$ cat src/hdl/pcibar_pkg.sv
`timescale 1ns / 1ps
// ----------------------------------------------------------------------------
// PCI BAR emulation package
// Shared types, constants and helpers for the base address register block.
// ----------------------------------------------------------------------------
package pcibar_pkg;

	// Number of BAR slots that the block holds guest-written words for.
	localparam int BAR_SLOTS = 6;
	// Number of setup registers on the configuration port.
	localparam int SETUP_REGS = 6;
	localparam int IDX_W = (BAR_SLOTS > 1) ? $clog2(BAR_SLOTS) : 1;

	localparam int OFFSET_W = 8;
	localparam int SUM_W = OFFSET_W + 1;
	localparam logic [SUM_W-1:0] WINDOW_BASE = SUM_W'(16);
	localparam logic [SUM_W-1:0] WINDOW_END = SUM_W'(16 + 4 * BAR_SLOTS);

	localparam int SETUP_W = 40;
	localparam int CFG_INDEX_W = 3;

	// Configuration register indexes.
	localparam logic [CFG_INDEX_W-1:0] CFG_BAR_COUNT = 3'd0;
	localparam logic [CFG_INDEX_W-1:0] CFG_BAR0_SETUP = 3'd1;
	localparam logic [CFG_INDEX_W-1:0] CFG_BAR5_SETUP = 3'd6;

	// Access commands.
	localparam logic CMD_READ = 1'b0;
	localparam logic CMD_WRITE = 1'b1;

	// BAR type codes in the setup register.
	localparam logic [1:0] TYPE_IO = 2'd0;
	localparam logic [1:0] TYPE_PREFETCH = 2'd2;
	localparam logic [31:0] FLAG_IO = 32'h0000_0001;
	localparam logic [31:0] FLAG_PREFETCH = 32'h0000_0008;

	localparam logic [2:0] MAX_SIZE = 3'd4;

	typedef struct packed {
		logic command;
		logic [7:0] offset;
		logic [2:0] size;
		logic [31:0] write_data;
	} access_t;

	typedef struct packed {
		logic [31:0] read_data;
		logic forwarded;
	} result_t;

	// Decoded view of one access.
	typedef struct packed {
		logic forwarded;
		logic is_write;
		logic [IDX_W-1:0] idx;
		logic [1:0] lane;
		logic [3:0] byte_en;
		logic [31:0] wdata;
	} decode_t;

	// Guest write committed into the BAR word store.
	typedef struct packed {
		logic en;
		logic [IDX_W-1:0] idx;
		logic [3:0] byte_en;
		logic [31:0] wdata;
	} bar_write_t;

	// Bits that the guest may set, given the size-bits field.
	function automatic logic [31:0] keep_mask(input logic [5:0] hide);
		logic [31:0] m;
		begin
			if (hide[5]) begin
				m = '0;
			end else begin
				m = 32'hFFFF_FFFF << hide[4:0];
			end
			return m;
		end
	endfunction

endpackage

$ cat src/hdl/pcibar_decode.sv
`timescale 1ns / 1ps
// ----------------------------------------------------------------------------
// PCI BAR access decoder
// Window test, BAR index, byte lanes and lane-aligned write data.
// ----------------------------------------------------------------------------
module pcibar_decode (
	input  pcibar_pkg::access_t acc,
	output pcibar_pkg::decode_t dec
);
	import pcibar_pkg::*;

	logic [2:0] len;
	logic [2:0] len_clip;
	logic [2:0] avail;
	logic [SUM_W-1:0] off_ext;
	logic [SUM_W-1:0] rel;
	logic [3:0] len_mask;

	always_comb begin
		len = (acc.size > MAX_SIZE) ? MAX_SIZE : acc.size;
		off_ext = SUM_W'(acc.offset);
		rel = off_ext - WINDOW_BASE;
		avail = MAX_SIZE - 3'(acc.offset[1:0]);
		len_clip = (len > avail) ? avail : len;

		case (len_clip)
			3'd0: len_mask = 4'b0000;
			3'd1: len_mask = 4'b0001;
			3'd2: len_mask = 4'b0011;
			3'd3: len_mask = 4'b0111;
			default: len_mask = 4'b1111;
		endcase

		dec.forwarded = (off_ext < WINDOW_BASE) || (off_ext >= WINDOW_END)
			|| ((off_ext + SUM_W'(len)) > WINDOW_END);
		dec.is_write = (acc.command == CMD_WRITE);
		dec.idx = IDX_W'(rel[SUM_W-1:2]);
		dec.lane = acc.offset[1:0];
		// Bytes that would run past the end of the BAR are already cut off by len_clip.
		dec.byte_en = 4'(len_mask << acc.offset[1:0]);
		dec.wdata = acc.write_data << {acc.offset[1:0], 3'b000};
	end

endmodule

$ cat src/hdl/pcibar_regs.sv
`timescale 1ns / 1ps
// ----------------------------------------------------------------------------
// PCI BAR register file
// Configuration registers, guest-written BAR words and BAR value assembly.
// ----------------------------------------------------------------------------
module pcibar_regs (
	input  logic clk,
	input  logic arst_n,
	input  logic cfg_wr_en,
	input  logic [pcibar_pkg::CFG_INDEX_W-1:0] cfg_index,
	input  logic [pcibar_pkg::SETUP_W-1:0] cfg_data,
	input  pcibar_pkg::bar_write_t wr,
	input  logic [pcibar_pkg::IDX_W-1:0] rd_idx,
	output logic [31:0] rd_value
);
	import pcibar_pkg::*;

	logic [2:0] bar_count_q;
	logic [SETUP_W-1:0] setup_q [SETUP_REGS];
	logic [31:0] guest_q [BAR_SLOTS];
	logic [CFG_INDEX_W-1:0] setup_sel;

	assign setup_sel = cfg_index - CFG_BAR0_SETUP;

	always_ff @(posedge clk or negedge arst_n) begin
		if (!arst_n) begin
			bar_count_q <= '0;
			for (int i = 0; i < SETUP_REGS; i++) begin
				setup_q[i] <= '0;
			end
		end else if (cfg_wr_en) begin
			if (cfg_index == CFG_BAR_COUNT) begin
				bar_count_q <= cfg_data[2:0];
			end else if (cfg_index >= CFG_BAR0_SETUP && cfg_index <= CFG_BAR5_SETUP) begin
				setup_q[setup_sel] <= cfg_data;
			end
		end
	end

	always_ff @(posedge clk or negedge arst_n) begin
		if (!arst_n) begin
			for (int i = 0; i < BAR_SLOTS; i++) begin
				guest_q[i] <= '0;
			end
		end else if (wr.en) begin
			for (int j = 0; j < 4; j++) begin
				if (wr.byte_en[j]) begin
					guest_q[wr.idx][j*8 +: 8] <= wr.wdata[j*8 +: 8];
				end
			end
		end
	end

	logic [SETUP_W-1:0] setup;
	logic [31:0] value;

	always_comb begin
		setup = setup_q[rd_idx];
		value = setup[31:0];
		if (setup[33:32] == TYPE_IO) begin
			value = value | FLAG_IO;
		end else if (setup[33:32] == TYPE_PREFETCH) begin
			value = value | FLAG_PREFETCH;
		end
		value = value | (guest_q[rd_idx] & keep_mask(setup[39:34]));
		// BARs at or past the configured count read as zero.
		if (3'(rd_idx) >= bar_count_q) begin
			value = '0;
		end
		rd_value = value;
	end

endmodule

$ cat src/hdl/pci_bar_register_emulation.sv
`timescale 1ns / 1ps
// ----------------------------------------------------------------------------
// PCI BAR register emulation
// Emulates the base address registers of a PCI type-0 configuration header.
// ----------------------------------------------------------------------------
// The block takes one configuration access per clock cycle while it does
// not stall and returns one result for every access, in order: the
// access is captured in an input register, decoded and served by
// byte-lane logic over the six BAR words, and the answer is held in a
// result register until the consumer takes it. Accesses outside
// the BAR window at offsets 0x10 to 0x27 are flagged as forwarded and read
// zero. A write stores its bytes, little-endian, into the guest word of the
// addressed BAR and takes effect for every access that follows it; bytes that
// run past the end of the BAR are dropped. A read returns the configured base
// address, the I/O or prefetchable flag and the guest bits above the size
// field, with bytes past the end of the BAR reading as zero. Configuration
// writes must only be made while no access is in flight.
module pci_bar_register_emulation (
	input  logic clk,
	input  logic arst_n,
	input  logic cfg_wr_en,
	input  logic [pcibar_pkg::CFG_INDEX_W-1:0] cfg_index,
	input  logic [pcibar_pkg::SETUP_W-1:0] cfg_data,
	input  logic req_valid,
	output logic req_stall,
	input  pcibar_pkg::access_t req,
	output logic rsp_valid,
	input  logic rsp_stall,
	output pcibar_pkg::result_t rsp
);
	import pcibar_pkg::*;

	// Input register stage.
	logic valid_s1;
	access_t acc_s1;

	// Result register stage.
	logic valid_s2;
	result_t res_s2;

	decode_t dec;
	bar_write_t wr;
	logic [31:0] bar_value;
	logic s2_free;
	logic advance;
	result_t res;

	// The result register can take a new result when it is empty or when its
	// current result is leaving in this cycle.
	assign s2_free = !valid_s2 || !rsp_stall;
	assign advance = valid_s1 && s2_free;
	assign req_stall = valid_s1 && !s2_free;

	always_ff @(posedge clk or negedge arst_n) begin
		if (!arst_n) begin
			valid_s1 <= 1'b0;
		end else if (!req_stall) begin
			valid_s1 <= req_valid;
		end
	end

	always_ff @(posedge clk) begin
		if (req_valid && !req_stall) begin
			acc_s1 <= req;
		end
	end

	pcibar_decode u_decode (
		.acc (acc_s1),
		.dec (dec)
	);

	// The write is committed at the same edge on which the access moves on,
	// so a read right behind it already sees the new word.
	always_comb begin
		wr.en = advance && dec.is_write && !dec.forwarded
			&& (32'(dec.idx) < 32'(BAR_SLOTS));
		wr.idx = dec.idx;
		wr.byte_en = dec.byte_en;
		wr.wdata = dec.wdata;
	end

	pcibar_regs u_regs (
		.clk       (clk),
		.arst_n    (arst_n),
		.cfg_wr_en (cfg_wr_en),
		.cfg_index (cfg_index),
		.cfg_data  (cfg_data),
		.wr        (wr),
		.rd_idx    (dec.idx),
		.rd_value  (bar_value)
	);

	logic [31:0] lane_mask;

	always_comb begin
		for (int j = 0; j < 4; j++) begin
			lane_mask[j*8 +: 8] = {8{dec.byte_en[j]}};
		end
		res.forwarded = dec.forwarded;
		if (dec.forwarded || dec.is_write) begin
			res.read_data = '0;
		end else begin
			res.read_data = (bar_value & lane_mask) >> {dec.lane, 3'b000};
		end
	end

	always_ff @(posedge clk or negedge arst_n) begin
		if (!arst_n) begin
			valid_s2 <= 1'b0;
		end else if (s2_free) begin
			valid_s2 <= valid_s1;
		end
	end

	always_ff @(posedge clk) begin
		if (advance) begin
			res_s2 <= res;
		end
	end

	assign rsp_valid = valid_s2;
	assign rsp = res_s2;

endmodule

$ cat config.mk
export PLATFORM = sky130hd
export DESIGN_NAME = pci_bar_register_emulation
export DESIGN_NICKNAME = d
export VERILOG_FILES = /design/src/hdl/pcibar_pkg.sv /design/src/hdl/pcibar_decode.sv /design/src/hdl/pcibar_regs.sv /design/src/hdl/pci_bar_register_emulation.sv
export SDC_FILE = /design/constraint.sdc
export NUM_CORES = 1
export LEC_CHECK = 0
export BUFFER_PORTS_ARGS = -buffer_cell sky130_fd_sc_hd__clkbuf_2
export CAP_MARGIN = 10
export CORE_MARGIN = 1
export CORE_UTILIZATION = 61
export CTS_CLUSTER_SIZE = 16
export DETAILED_ROUTE_END_ITERATION = 16
export PLACE_DENSITY = 0.8
export SYNTH_ARGS = -nofsm -noshare
export SYNTH_HDL_FRONTEND = slang
export SYNTH_SLANG_ARGS = --single-unit
$ cat constraint.sdc
create_clock -name clk -period 4.35 [get_ports clk]
set_input_delay 0.2175 -clock clk [delete_from_list [all_inputs] [get_ports clk]]
set_output_delay 0.2175 -clock clk [all_outputs]
set_load 0.03 [all_outputs]
==> reports/results.tsv <==
metric	value	unit
cp.required	4770	ps
maxClockFrequency	257.1	MHz
fin_tns_setup	0	ps
drtAntennaViolNets	0	
synth_top_flop_cell	dfrtp_1	
yosysUniqueCellTypes	75	
cpMaxStageDelayCell	edfxtp_1	
grt_max_degree	123	
p_per_area	476.0	nW/um2
synth-seq-cells	514	
drc	0	
max_slew_margin	21.63	%
endpoint_kind	flip-flop	
fin_crit_sh	89.40	%
synth.top_cell.area_share	47.19	%
hold_viol_final	0	
yosysMostFrequentCell	dfrtp_1	
synth.largest_area_cell	dfrtp_1	
routabilityCongestion	0.9692	
rsz0062_at_grt	false	
cts_buffer_depth	3	
synth_common_cells	437 x dfrtp_1, 320 x mux2_2, 205 x nand2_1	
grt_pass1_wl	103100	um
hp-class	in -> async	
cts_sinks	514	
top_level_ports	127	
setup_viol	0	
critPathMaxFanout	13	
cts_tree	done	
totalWireLength	66850	um
port_buffers	126	
cp.arrival	4310	ps
drv_cap	0	
rows	71	
critPathKind	reg -> reg	
fillers	2507	
tightest_slew	1176	ps
cts_setup_buffers	0	
synth_edf_count	77	
cts_root_buf	clkbuf_16	
synth_nets	2025	
wire_per_inst	25.10	um
die-area	38780	um2
holdWs	302.1	ps
ys_seq_area_share	57.16	%
synth_cells	1919	
final_nets	2223	
async_flop_share	85.02	%
grt_pass1_vias	17280	
ir_drop	0.0003302	V
cp-start-kind	flip-flop	
drv_slew	0	
dpl.hpwl	44080	um
num_vias	17230	
die_x	196.9	um
initial_core_util	61.82	%
yosys_warnings	0	
slowest_delay	700	ps
vias_per_cell	6.466	
clk_latency	600	ps
grt.overflow.total	0	
area_growth	16.43	%
period_minus_slack	3889	ps
drt-pass1-iter-count	6	
crit_top_cell	a21oi_1	
path_clk_slew	60	ps
netlist_top_cells_area	dfrtp_1 47%, mux2_2 16%, edfxtp_1 10%	
fin_util	71.97	%
synth_area	23170	um2
fin_worst_skew	20.11	ps
leakagePower	0.01163	uW
cts.htree.levels	2	
p_total	12840	uW
drive_gt1_share	28.25	%
die_y	196.9	um
drtIter0Drc	1876	
path_cells	buf_4 > nor2b_1 > a222oi_1 > a21o_1 > a21oi_1 > a311oi_1 > a21oi_1 > o22a_1 > o22ai_1	
status	finished, final reports clean	
grt_antenna_before_repair	2	
numCtsBuffers	52	
syn_avg_cell_area	12.08	um2
fp.coreArea	37490	um2
grt_use_total	35.25	%
-- power breakdown --
| group | switching (uW) | internal (uW) |
|---|---|---|
| Combinational | 1180 | 1080 |
| Clock | 1860 | 2500 |
| Sequential | 477 | 5740 |
| Total | 3520 | 9320 |
-- per-layer routing --
metal	global-route usage (%)	routed length, um	vias up
met5	0	13	-
met4	13.58	2436	2
met3	8.025	6107	148
met2	55.84	31570	882
met1	47.59	26730	8694
li1	-	-	7500
-- cells by family (layout without fill, tap and decap cells) --
group,after synthesis,count (layout),synth area share (%)
flip-flops,514,514,57.16
other,0,1,0
adder cells (fa/ha/maj),14,14,0.7883
AO/OA/AOI/OAI,490,490,13.89
AND/OR/NAND/NOR,368,368,7.073
buffers and inverters,150,383,2.748
XOR/XNOR,2,2,0.07560
multiplexers,381,381,18.26
-- sequential cells by signal, indices dropped and copies added, names as in the netlist --
register	flops
valid_s1	1
u_regs.bar_count_q	3
rsp	33
acc_s1	44
u_regs.guest_q	192
rsp_valid	1
u_regs.setup_q	240
-- path summary, 6_finish.rpt --
path | startpoint | to | slack [ps] | cells after the start
max reg2reg | acc_s1[38] | rsp[6] | 460 | 9
min in group clk | req[41] | acc_s1[41] | 340 | 2
max in group asynchronous | arst_n | u_regs.guest_q[139] | 2840 | 3
min reg2reg | u_regs.guest_q[152] | u_regs.guest_q[152] | 480 | 2
min | arst_n | u_regs.setup_q[184] | 300 | 2
max | acc_s1[38] | rsp[6] | 460 | 9
-- cell type report --
class / count / area [um2] / area share [%]
clock buffer: 70 / 1451 / 5.379
clock inverter: 19 / 173.9 / 0.6446
tap: 511 / 639.4 / 2.370
multi-input combinational: 1255 / 9340 / 34.62
antenna: 1 / 2.502 / 0.009274
timing repair buffer: 272 / 2044 / 7.577
inverter: 22 / 82.58 / 0.3061
sequential: 514 / 13250 / 49.10
-- cell usage in the layout, fill, tap and decap left out, types with 11 or more instances in the layout --
master and instances:
a21oi_1 50, dfrtp_1 437, ha_1 13, clkbuf_2 125, o21ai_0 178, a221oi_1 11
inv_1 21, edfxtp_1 77, o221ai_1 35, a22oi_1 81, dlygate4sd3_1 88, clkbuf_16 54
nand3_1 17, nand2_1 205, mux2i_1 59, clkbuf_1 12, nor2_1 61, buf_4 51
o22ai_1 46, mux2_2 320
-- timing repair --
action                                  in CTS  in global routing
endpoints found under the setup margin       0                  0
hold endpoints to repair                   407                  0
resized for setup                            0                  0
hold buffers                                88                  0
-- critical path: cells and delay by family, from the launching register on --
kind | cells | cell delay (ps)
simple gates | 1 | 180
buf+inv | 1 | 310
compound gates | 7 | 2500
flops | 1 | 700
-- through the flow --
step	area, um2	std cells	setup WS (ps)
after floorplan	23170	1919	632.4
after global placement	24470	2486	616.1
after detailed placement	24470	2486	571.2
after CTS	26980	2663	537.0
after global routing	26980	2663	145.3
final	26980	2664	461.0
No activity file was read; power rests on OpenSTA's default activity.
